`config.mk`:
```
export PLATFORM = sky130hd
export DESIGN_NAME = confusion_matrix_metrics
export DESIGN_NICKNAME = d
export VERILOG_FILES = /design/src/rtl/cmm_pkg.sv /design/src/rtl/cmm_div.sv /design/src/rtl/cmm_front.sv /design/src/rtl/cmm_queue.sv /design/src/rtl/cmm_back.sv /design/src/rtl/confusion_matrix_metrics.sv
export SDC_FILE = /design/constraint.sdc
export NUM_CORES = 2
export LEC_CHECK = 0
export ABC_AREA = 1
export BUFFER_PORTS_ARGS = -buffer_cell sky130_fd_sc_hd__buf_2
export CAP_MARGIN = 20
export CORE_ASPECT_RATIO = 2
export CORE_MARGIN = 4
export CORE_UTILIZATION = 40
export CTS_BUF_LIST = sky130_fd_sc_hd__clkbuf_4 sky130_fd_sc_hd__clkbuf_8 sky130_fd_sc_hd__clkbuf_16
export CTS_CLUSTER_SIZE = 30
export DETAILED_ROUTE_END_ITERATION = 6
export GPL_ROUTABILITY_DRIVEN = 0
export PLACE_DENSITY_LB_ADDON = 0.1
export SETUP_SLACK_MARGIN = 0.5
export SYNTH_ARGS = -nofsm -noshare
export SYNTH_HDL_FRONTEND = slang
export SYNTH_SLANG_ARGS = --single-unit
```
`constraint.sdc`:
```
create_clock -name clk -period 9.9 [get_ports clk]
set_input_delay 0.99 -clock clk [delete_from_list [all_inputs] [get_ports clk]]
set_output_delay 0.99 -clock clk [all_outputs]
set_load 0.1 [all_outputs]
```
`src/rtl/cmm_pkg.sv`:
```
`default_nettype none
package cmm_pkg;
	localparam int unsigned ERR_W = 46;
	localparam logic [15:0] ONE_Q15 = 16'd32768;

	typedef enum logic [1:0] {
		FUNC_ELEM   = 2'd0,
		FUNC_REPORT = 2'd1,
		FUNC_CLEAR  = 2'd2,
		FUNC_NONE   = 2'd3
	} func_t;

	typedef struct packed {
		logic [1:0]  func;
		logic [15:0] predicted_score;
		logic [15:0] expected_score;
	} in_item_t;

	typedef struct packed {
		logic             row_kind;
		logic [2:0]       class_index;
		logic [15:0]      count_tp;
		logic [15:0]      count_fp;
		logic [15:0]      count_fn;
		logic [15:0]      count_tn;
		logic [15:0]      accuracy_q15;
		logic [15:0]      precision_q15;
		logic [15:0]      recall_q15;
		logic [15:0]      f1_q15;
		logic [ERR_W-1:0] squared_error_sum;
		logic             last;
	} out_item_t;

	// Command passed from the front end to the back end
	typedef struct packed {
		logic [1:0]  op;
		logic        upd;
		logic [15:0] pscore;
		logic [3:0]  pidx;
		logic [3:0]  eidx;
	} cmd_t;

	typedef enum logic [3:0] {
		BK_IDLE, BK_UPD, BK_SUM, BK_PR, BK_RC, BK_AC, BK_F1, BK_EMIT,
		BK_SUMP, BK_SUMR, BK_SUMF, BK_SACC, BK_SEMIT
	} bk_state_t;
endpackage
`default_nettype wire

```
`src/rtl/cmm_div.sv`:
```
`default_nettype none
// Restoring divider: quotient of num / den, one bit per cycle.
module cmm_div
	import cmm_pkg::*;
(
	input  wire logic        clk,
	input  wire logic        arst_n,
	input  wire logic        start,
	input  wire logic [33:0] num,
	input  wire logic [17:0] den,
	output logic             busy,
	output logic [33:0]      quo
);
	logic [5:0]  cnt_q;
	logic [33:0] n_q;
	logic [18:0] r_q;
	logic [17:0] d_q;
	logic [18:0] r_sh;
	logic [18:0] r_sub;

	assign busy  = cnt_q != 6'd0;
	assign r_sh  = {r_q[17:0], n_q[33]};
	assign r_sub = r_sh - {1'b0, d_q};

	always_ff @(posedge clk or negedge arst_n) begin
		if (!arst_n) begin
			cnt_q <= '0;
		end else if (start) begin
			cnt_q <= 6'd34;
		end else if (busy) begin
			cnt_q <= cnt_q - 6'd1;
		end
	end

	always_ff @(posedge clk) begin
		if (start) begin
			n_q <= num;
			d_q <= den;
			r_q <= '0;
			quo <= '0;
		end else if (busy) begin
			n_q <= {n_q[32:0], 1'b0};
			if (!r_sub[18]) begin
				r_q <= r_sub;
				quo <= {quo[32:0], 1'b1};
			end else begin
				r_q <= r_sh;
				quo <= {quo[32:0], 1'b0};
			end
		end
	end
endmodule
`default_nettype wire

```
`src/rtl/cmm_front.sv`:
```
`default_nettype none
// Classifies requests and tracks the running argmax of each sample.
module cmm_front
	import cmm_pkg::*;
#(
	parameter int unsigned MAX_CLASSES = 5
) (
	input  wire logic     clk,
	input  wire logic     arst_n,
	input  wire logic     in_valid,
	input  wire in_item_t in_data,
	output logic          in_stall,
	input  wire logic [2:0] class_count,
	output logic          cmd_valid,
	output cmd_t          cmd,
	input  wire logic     cmd_full
);
	logic [3:0]  pos_q, pidx_q, eidx_q, n_act, pi, ei;
	logic [15:0] pbest_q, ebest_q, pb, eb;
	logic        take, fin, tp, te;

	always_comb begin
		if (class_count < 3'd2) n_act = 4'd2;
		else if (32'(class_count) > MAX_CLASSES) n_act = 4'(MAX_CLASSES);
		else n_act = {1'b0, class_count};
	end

	assign in_stall = cmd_full;
	assign take = in_valid && !cmd_full;
	assign tp = pos_q == 4'd0 || in_data.predicted_score > pbest_q;
	assign te = pos_q == 4'd0 || in_data.expected_score > ebest_q;
	assign pb = tp ? in_data.predicted_score : pbest_q;
	assign pi = tp ? pos_q : pidx_q;
	assign eb = te ? in_data.expected_score : ebest_q;
	assign ei = te ? pos_q : eidx_q;
	assign fin = pos_q + 4'd1 >= n_act;

	always_comb begin
		cmd_valid  = 1'b0;
		cmd.op     = in_data.func;
		cmd.upd    = 1'b0;
		cmd.pscore = pb;
		cmd.pidx   = (32'(pi) < MAX_CLASSES) ? pi : 4'd0;
		cmd.eidx   = (32'(ei) < MAX_CLASSES) ? ei : 4'd0;
		if (take) begin
			unique case (func_t'(in_data.func))
				FUNC_ELEM:   begin cmd_valid = fin; cmd.upd = fin; end
				FUNC_REPORT: cmd_valid = 1'b1;
				FUNC_CLEAR:  cmd_valid = 1'b1;
				default:     cmd_valid = 1'b0;
			endcase
		end
	end

	always_ff @(posedge clk or negedge arst_n) begin
		if (!arst_n) begin
			pos_q <= '0; pidx_q <= '0; eidx_q <= '0; pbest_q <= '0; ebest_q <= '0;
		end else if (take) begin
			if (in_data.func == FUNC_CLEAR) begin
				pos_q <= '0; pidx_q <= '0; eidx_q <= '0; pbest_q <= '0; ebest_q <= '0;
			end else if (in_data.func == FUNC_ELEM) begin
				pbest_q <= pb; pidx_q <= pi; ebest_q <= eb; eidx_q <= ei;
				pos_q <= fin ? 4'd0 : pos_q + 4'd1;
			end
		end
	end
endmodule
`default_nettype wire

```
`src/rtl/cmm_queue.sv`:
```
`default_nettype none
// Two-entry command queue between front and back ends.
module cmm_queue
	import cmm_pkg::*;
(
	input  wire logic clk,
	input  wire logic arst_n,
	input  wire logic wr,
	input  wire cmd_t wdata,
	output logic      full,
	output logic      empty,
	input  wire logic rd,
	output cmd_t      rdata
);
	cmd_t       mem_q [2];
	logic       wp_q, rp_q;
	logic [1:0] cnt_q;

	assign full  = cnt_q == 2'd2;
	assign empty = cnt_q == 2'd0;
	assign rdata = mem_q[rp_q];

	always_ff @(posedge clk) begin
		if (wr) mem_q[wp_q] <= wdata;
	end

	always_ff @(posedge clk or negedge arst_n) begin
		if (!arst_n) begin
			wp_q <= 1'b0; rp_q <= 1'b0; cnt_q <= '0;
		end else begin
			if (wr) wp_q <= ~wp_q;
			if (rd) rp_q <= ~rp_q;
			cnt_q <= cnt_q + 2'(wr) - 2'(rd);
		end
	end
endmodule
`default_nettype wire

```
`src/rtl/cmm_back.sv`:
```
`default_nettype none
// Holds the matrix and totals, applies updates and clears, and walks out report rows.
module cmm_back
	import cmm_pkg::*;
#(
	parameter int unsigned MAX_CLASSES = 5
) (
	input  wire logic       clk,
	input  wire logic       arst_n,
	input  wire logic [2:0] class_count,
	input  wire logic       q_empty,
	input  wire cmd_t       q_data,
	output logic            q_rd,
	output logic            out_valid,
	output out_item_t       out_data,
	input  wire logic       out_stall
);
	localparam int unsigned NC = MAX_CLASSES * MAX_CLASSES;
	localparam int unsigned IW = $clog2(MAX_CLASSES);
	localparam int unsigned CW = $clog2(NC);

	bk_state_t st_q, st_d;
	logic [15:0] cell_q [NC];
	logic [15:0] total_q;
	logic [ERR_W-1:0] err_q;
	logic [IW-1:0] cls_q, ri_q, ci_q;
	logic [3:0] n_act;
	logic [17:0] tp_q, fp_q, fn_q, tn_q, diag_q;
	logic [15:0] pr_q, rc_q, f1_q, sacc_q;
	logic [19:0] sp_q, sr_q, sf_q;
	logic [16:0] mp_q;
	logic [31:0] sq_q, sq_d;
	logic [16:0] dlt;
	logic [CW-1:0] uk, rk;
	logic        out_v_q;
	out_item_t   out_q;
	logic        dstart, dbusy;
	logic [33:0] dnum, dquo;
	logic [17:0] dden;
	logic        dpend_q;
	logic [15:0] cv;
	logic [ERR_W:0] esum;

	cmm_div u_div (
		.clk(clk), .arst_n(arst_n), .start(dstart), .num(dnum), .den(dden),
		.busy(dbusy), .quo(dquo)
	);

	always_comb begin
		if (class_count < 3'd2) n_act = 4'd2;
		else if (32'(class_count) > MAX_CLASSES) n_act = 4'(MAX_CLASSES);
		else n_act = {1'b0, class_count};
	end

	assign out_valid = out_v_q;
	assign out_data  = out_q;
	assign uk = CW'(q_data.pidx) * CW'(MAX_CLASSES) + CW'(q_data.eidx);
	assign rk = CW'(ri_q) * CW'(MAX_CLASSES) + CW'(ci_q);
	assign cv = cell_q[rk];
	assign dlt = (q_data.pscore <= ONE_Q15) ? 17'(ONE_Q15 - q_data.pscore)
		: 17'(q_data.pscore - ONE_Q15);
	assign sq_d = dlt[16:0] * dlt[16:0];
	assign esum = {1'b0, err_q} + (ERR_W+1)'(sq_q);

	// Division setup for each ratio step; waits on the shared divider.
	always_comb begin
		dnum = '0; dden = '0;
		unique case (st_q)
			BK_PR:   begin dnum = 34'(tp_q) << 15; dden = tp_q + fp_q; end
			BK_RC:   begin dnum = 34'(tp_q) << 15; dden = tp_q + fn_q; end
			BK_AC:   begin dnum = 34'(tp_q + tn_q) << 15; dden = tp_q + tn_q + fp_q + fn_q; end
			BK_F1:   begin dnum = 34'({pr_q, 1'b0}) * 34'(rc_q);
				dden = 18'(pr_q) + 18'(rc_q); end
			BK_SUMP: begin dnum = 34'(sp_q); dden = 18'(n_act); end
			BK_SUMR: begin dnum = 34'(sr_q); dden = 18'(n_act); end
			BK_SUMF: begin dnum = 34'(sf_q); dden = 18'(n_act); end
			BK_SACC: begin dnum = 34'(diag_q) << 15; dden = 18'(total_q); end
			default: ;
		endcase
	end

	logic ratio_st;
	assign ratio_st = st_q == BK_PR || st_q == BK_RC || st_q == BK_AC || st_q == BK_F1 ||
		st_q == BK_SUMP || st_q == BK_SUMR || st_q == BK_SUMF || st_q == BK_SACC;
	assign dstart = ratio_st && !dpend_q && !dbusy;

	always_comb begin
		st_d = st_q;
		q_rd = 1'b0;
		unique case (st_q)
			BK_IDLE: if (!q_empty) begin
				unique case (func_t'(q_data.op))
					FUNC_ELEM:   st_d = BK_UPD;
					FUNC_REPORT: st_d = BK_SUM;
					default:     q_rd = 1'b1;
				endcase
			end
			BK_UPD: begin st_d = BK_IDLE; q_rd = 1'b1; end
			BK_SUM: if (ri_q == IW'(n_act - 4'd1) && ci_q == IW'(n_act - 4'd1)) st_d = BK_PR;
			BK_PR, BK_RC, BK_AC, BK_SUMP, BK_SUMR, BK_SUMF:
				if (dpend_q && !dbusy) st_d = bk_state_t'(st_q + 4'd1);
			BK_F1: if (dpend_q && !dbusy) st_d = BK_EMIT;
			BK_SACC: if (dpend_q && !dbusy) st_d = BK_SEMIT;
			BK_EMIT: if (!out_v_q || !out_stall) begin
				st_d = ({1'b0, cls_q} == n_act - 4'd1) ? BK_SUMP : BK_SUM;
			end
			BK_SEMIT: if (!out_v_q || !out_stall) begin st_d = BK_IDLE; q_rd = 1'b1; end
			default: st_d = BK_IDLE;
		endcase
	end

	always_ff @(posedge clk or negedge arst_n) begin
		if (!arst_n) begin
			st_q <= BK_IDLE; out_v_q <= 1'b0; dpend_q <= 1'b0;
			total_q <= '0; err_q <= '0; cls_q <= '0; ri_q <= '0; ci_q <= '0;
			for (int k = 0; k < NC; k++) cell_q[k] <= '0;
		end else begin
			st_q <= st_d;
			if ((st_q == BK_EMIT || st_q == BK_SEMIT) && (!out_v_q || !out_stall))
				out_v_q <= 1'b1;
			else if (out_v_q && !out_stall)
				out_v_q <= 1'b0;
			if (dstart) dpend_q <= 1'b1;
			else if (dpend_q && !dbusy) dpend_q <= 1'b0;
			unique case (st_q)
				BK_IDLE: if (!q_empty && q_data.op == FUNC_CLEAR) begin
					total_q <= '0; err_q <= '0;
					for (int k = 0; k < NC; k++) cell_q[k] <= '0;
				end else if (!q_empty && q_data.op == FUNC_REPORT) begin
					cls_q <= '0; ri_q <= '0; ci_q <= '0;
				end
				BK_UPD: if (q_data.upd && total_q != 16'hFFFF) begin
					total_q <= total_q + 16'd1;
					if (cell_q[uk] != 16'hFFFF) cell_q[uk] <= cell_q[uk] + 16'd1;
					err_q <= esum[ERR_W] ? {ERR_W{1'b1}} : esum[ERR_W-1:0];
				end
				BK_SUM: begin
					if (ci_q == IW'(n_act - 4'd1)) begin
						ci_q <= '0; ri_q <= ri_q + IW'(1);
					end else begin
						ci_q <= ci_q + IW'(1);
					end
				end
				BK_EMIT: if (!out_v_q || !out_stall) begin
					cls_q <= cls_q + IW'(1); ri_q <= '0; ci_q <= '0;
				end
				default: ;
			endcase
		end
	end

	always_ff @(posedge clk) begin
		sq_q <= sq_d;
		unique case (st_q)
			BK_IDLE: begin
				tp_q <= '0; fp_q <= '0; fn_q <= '0; tn_q <= '0;
				if (!q_empty && q_data.op == FUNC_REPORT) begin
					diag_q <= '0; sp_q <= '0; sr_q <= '0; sf_q <= '0;
				end
			end
			BK_SUM: begin
				if (ri_q == cls_q && ci_q == cls_q) tp_q <= 18'(cv);
				else if (ri_q == cls_q) fp_q <= fp_q + 18'(cv);
				else if (ci_q == cls_q) fn_q <= fn_q + 18'(cv);
				else tn_q <= tn_q + 18'(cv);
			end
			BK_PR: if (dpend_q && !dbusy) pr_q <= (fp_q + tp_q == 0) ? ONE_Q15 : dquo[15:0];
			BK_RC: if (dpend_q && !dbusy) rc_q <= (fn_q + tp_q == 0) ? ONE_Q15 : dquo[15:0];
			BK_AC: if (dpend_q && !dbusy)
				mp_q <= (tp_q + tn_q + fp_q + fn_q == 0) ? 17'd0 : dquo[16:0];
			BK_F1: if (dpend_q && !dbusy) begin
				f1_q <= (pr_q + rc_q == 0) ? 16'd0 : dquo[15:0];
				sf_q <= sf_q + ((pr_q + rc_q == 0) ? 20'd0 : 20'(dquo[15:0]));
			end
			BK_EMIT: if (!out_v_q || !out_stall) begin
				out_q.row_kind <= 1'b0;
				out_q.class_index <= 3'(cls_q);
				out_q.count_tp <= tp_q[15:0];
				out_q.count_fp <= (fp_q > 18'hFFFF) ? 16'hFFFF : fp_q[15:0];
				out_q.count_fn <= (fn_q > 18'hFFFF) ? 16'hFFFF : fn_q[15:0];
				out_q.count_tn <= (tn_q > 18'hFFFF) ? 16'hFFFF : tn_q[15:0];
				out_q.accuracy_q15 <= mp_q[15:0];
				out_q.precision_q15 <= pr_q;
				out_q.recall_q15 <= rc_q;
				out_q.f1_q15 <= f1_q;
				out_q.squared_error_sum <= '0;
				out_q.last <= 1'b0;
				diag_q <= diag_q + tp_q;
				sp_q <= sp_q + 20'(pr_q);
				sr_q <= sr_q + 20'(rc_q);
				tp_q <= '0; fp_q <= '0; fn_q <= '0; tn_q <= '0;
			end
			BK_SUMP: if (dpend_q && !dbusy) pr_q <= dquo[15:0];
			BK_SUMR: if (dpend_q && !dbusy) rc_q <= dquo[15:0];
			BK_SUMF: if (dpend_q && !dbusy) mp_q <= dquo[16:0];
			BK_SACC: if (dpend_q && !dbusy) sacc_q <= (total_q == 0) ? 16'd0 : dquo[15:0];
			BK_SEMIT: if (!out_v_q || !out_stall) begin
				out_q.row_kind <= 1'b1;
				out_q.class_index <= '0;
				out_q.count_tp <= (diag_q > 18'hFFFF) ? 16'hFFFF : diag_q[15:0];
				out_q.count_fp <= total_q;
				out_q.count_fn <= '0;
				out_q.count_tn <= '0;
				out_q.accuracy_q15 <= sacc_q;
				out_q.precision_q15 <= pr_q;
				out_q.recall_q15 <= rc_q;
				out_q.f1_q15 <= mp_q[15:0];
				out_q.squared_error_sum <= err_q;
				out_q.last <= 1'b1;
			end
			default: ;
		endcase
	end
endmodule
`default_nettype wire

```
`src/rtl/confusion_matrix_metrics.sv`:
```
`default_nettype none
// Score elements: one per cycle while the input is not stalled; a sample's last element passes through the command
// queue and the back end's idle and update states before the matrix is updated. Report: per class, reads of all
// n*n cells, then four divisions (precision, recall, accuracy, F1) and an emit; the summary row adds four more
// divisions (three means and accuracy) and an emit. All divisions run on the shared bit-serial divider.
// Input stalls only while the two-entry command queue is full.
// Reset: asynchronous, clears matrix, totals and argmax state; class_count returns to 5.
module confusion_matrix_metrics
	import cmm_pkg::*;
#(
	parameter int unsigned MAX_CLASSES = 5
) (
	input  wire logic      clk,
	input  wire logic      arst_n,
	input  wire logic      in_valid,
	input  wire in_item_t  in_data,
	output logic           in_stall,
	output logic           out_valid,
	output out_item_t      out_data,
	input  wire logic      out_stall,
	input  wire logic      cfg_we,
	input  wire logic [2:0] cfg_wdata
);
	logic [2:0] cc_q;
	logic       cmd_v, q_full, q_empty, q_rd;
	cmd_t       cmd, q_data;

	always_ff @(posedge clk or negedge arst_n) begin
		if (!arst_n) cc_q <= 3'd5;
		else if (cfg_we) cc_q <= cfg_wdata;
	end

	cmm_front #(.MAX_CLASSES(MAX_CLASSES)) u_front (
		.clk(clk), .arst_n(arst_n), .in_valid(in_valid), .in_data(in_data),
		.in_stall(in_stall), .class_count(cc_q), .cmd_valid(cmd_v), .cmd(cmd),
		.cmd_full(q_full)
	);

	cmm_queue u_queue (
		.clk(clk), .arst_n(arst_n), .wr(cmd_v), .wdata(cmd), .full(q_full),
		.empty(q_empty), .rd(q_rd), .rdata(q_data)
	);

	cmm_back #(.MAX_CLASSES(MAX_CLASSES)) u_back (
		.clk(clk), .arst_n(arst_n), .class_count(cc_q), .q_empty(q_empty),
		.q_data(q_data), .q_rd(q_rd), .out_valid(out_valid), .out_data(out_data),
		.out_stall(out_stall)
	);
endmodule
`default_nettype wire

```
==> impl_metrics.env <==
export IMPL_critPathLaunchType="flop"
export IMPL_tightestPinTransition_ns=1.24
export IMPL_clock_path_buffers=3
export IMPL_grt_pass1_vias=78258
export IMPL_fmax_ghz=0.116
export IMPL_finalWirelength_um=331000
export IMPL_path_max_fanout=23
export IMPL_dieArea_um2=222000
export IMPL_finClkSkew_ns=0.0611
export IMPL_ioPinCount=223
export IMPL_multi_input_area_um2=48200
export IMPL_seq_area_um2=30000
export IMPL_grt_busiest_layer="met2"
export IMPL_fin_cells=13859
export IMPL_timing_setup_tns_ns=0
export IMPL_start_util_pct=40.2
export IMPL_max_stage_delay_ns=0.59
export IMPL_cts_tree="built"
export IMPL_synth_edf_count=512
export IMPL_period_share_pct=87.1
export IMPL_synth_seq_area_share_pct=35.0
export IMPL_fin_crit_ns=8.63
export IMPL_wire_per_inst_um=23.9
export IMPL_grt_met2_usage_pct=53.0
export IMPL_grt_use_met3_pct=3.78
export IMPL_met1_usage_pct=29.0
export IMPL_yosys_area_top_type="edfxtp_1"
export IMPL_rsz0062_at_grt="false"
export IMPL_max_slew_margin_pct=16.6
export IMPL_status="finished, violations left"
export IMPL_grt_pass1_wl_um=488000
export IMPL_synth_top_cells_by_area="edfxtp_1 18%, dfrtp_1 16%, nand2_1 11%"
export IMPL_die_y_um=663
export IMPL_vias=76197
export IMPL_fill_cells=21626
export IMPL_yosysMostFrequentCell="nand2_1"
export IMPL_cap_violations=0
export IMPL_vias_per_cell=5.50
export IMPL_setup_violations=0
export IMPL_synth_commonest_cells="2,627 x nand2_1, 1,551 x inv_1, 986 x nor2_1"
export IMPL_clockRootBuffer="clkbuf_16"
export IMPL_post_place_cells=13646
export IMPL_drc=9
export IMPL_cts_made_buffers=109
export IMPL_core_rowCount=240
export IMPL_drive_gt1_share_pct=7.03
export IMPL_crit_top_cell="inv_1"
export IMPL_crit_arrival_ns=9.28
export IMPL_hpwl_um=250000
export IMPL_grt_max_degree=142
export IMPL_syn_area_um2=85800
export IMPL_async_reset_ff_share_pct=48.1
export IMPL_synthDominantCellAreaShare_pct=17.9
export IMPL_clock_latency_ns=0.80
export IMPL_crit_required_ns=10.56
export IMPL_violations="DRC"
export IMPL_cts_clk_slew_worst_paths_ns=0.07
export IMPL_overflow=0
export IMPL_synthCells=10870
export IMPL_cts_setup_buffers=0
export IMPL_cts_resized=0
export IMPL_critPathCaptureType="flop"
export IMPL_io_buffer_count=222
export IMPL_die_w_um=336
export IMPL_drt_iter0_drc=5976
export IMPL_globalRouteTotalUtil_pct=29.3
export IMPL_area_delta_synth_final_pct=9.58
export IMPL_yosys_warnings=0
export IMPL_core_area_um2=214000
export IMPL_finalNetCount=12024
export IMPL_antenna_found_initial=12
export IMPL_ant_nets=0
export IMPL_ys_seq_elements=1111
export IMPL_synth_avg_cell_area_um2=7.90
export IMPL_worstSetupPathType="reg2reg"
export IMPL_finalHoldViolCount=0
export IMPL_cts_max_level=3
export IMPL_synth_main_ff_cell="dfrtp_1"
export IMPL_crit_slowest_cell="fa_1"
export IMPL_min_path_type="in2async"
export IMPL_postCtsHoldBufs=0
export IMPL_slew_viol_final=0
export IMPL_clkSinkCount=1111
export IMPL_synth_cell_types=66
export IMPL_first_pass_iters=7
[flip-flops by register name, indices dropped and copies added, names as in the netlist, 31 cells and up]
name              flops
u_back.cell_q       400
u_back.out_data     178
u_queue.mem_q        54
u_back.err_q         46
u_back.u_div.n_q     34
u_back.sq_q          31
[per-stage QoR]
stage               instance area, µm²  utilization, %  hold WS (ns)  worst slack, ns
floorplan                        85900               -         0.448             2.17
global placement                 90100            42.2         0.430             1.33
detailed placement               90100            42.2         0.440             1.29
CTS                              94000            44.0         0.176             1.28
global route                     94000            44.0         0.236            0.657
finish                           94000            44.1         0.192             1.27
[cell usage in the layout, fill, tap and decap left out, types with 221 or more instances in the layout]
master | Yosys | routed
a21oi_1 | 712 | 709
o21ai_1 | 258 | 258
nor2_1 | 986 | 971
ha_1 | 551 | 547
dfrtp_1 | 532 | 532
o21ai_0 | 922 | 922
buf_2 | 60 | 221
nand3_1 | 351 | 351
edfxtp_1 | 512 | 512
inv_1 | 1551 | 1550
nand2_1 | 2627 | 2620
fa_1 | 452 | 450
[per-layer routing]
layer | vias to the layer above | wire (µm)
met1 | 36643 | 109000
met3 | 1171 | 16900
met4 | 10 | 37000
li1 | 35551 | -
met2 | 2822 | 168000
met5 | - | 68
[critical path, delay by kind of cell, from the launching register on]
kind | cells | cell delay, ns
AO/OA/AOI/OAI | 7 | 1.32
AND/OR/NAND/NOR | 9 | 1.66
buffers and inverters | 11 | 1.46
XOR/XNOR | 1 | 0.16
adder cells (fa/ha/maj) | 8 | 3.57
flip-flops | 1 | 0.36
[layout make-up]
cell class	instances	share of cell area, %
well taps	2783	3.70
inverters	1574	6.30
clock inverters	63	0.740
diodes	5	0.0133
multi-input cells	7791	51.3
flip-flops and latches	1111	31.9
clock buffers	140	3.33
repair buffers	392	2.68
[logic make-up (layout without fill, tap and decap cells)]
| group | after synthesis | count (layout) | share of synthesized area [%] |
|---|---|---|---|
| muxes | 4 | 4 | 0.0467 |
| other | 2 | 31 | 0.00875 |
| buffers and inverters | 1992 | 2169 | 9.24 |
| adders and majority gates | 1003 | 1003 | 18.6 |
| DFF | 1111 | 1111 | 35.0 |
| xor gates and xnor gates | 203 | 203 | 2.10 |
| AOI/OAI and AO/OA | 2287 | 2287 | 14.5 |
| and+or+nand+nor | 4268 | 4268 | 20.5 |
[worst paths after layout]
| kind | slack (ns) | start | end | cells after the start |
|---|---|---|---|---|
| max | 1.27 | u_queue.rp_q | u_back.sq_q[26] | 36 |
| min | 0.19 | arst_n | u_back.cell_q[142] | 1 |
| max reg2reg | 1.27 | u_queue.rp_q | u_back.sq_q[26] | 36 |
| min reg2reg | 0.46 | u_back.rc_q[3] | u_back.out_data[66] | 0 |
| max in group asynchronous | 7.50 | arst_n | u_back.err_q[27] | 3 |
| min in group clk | 0.46 | u_back.rc_q[3] | u_back.out_data[66] | 0 |
Power is not shown: default switching activity piles up to over one toggle a cycle in this logic, so the estimate is an artifact.
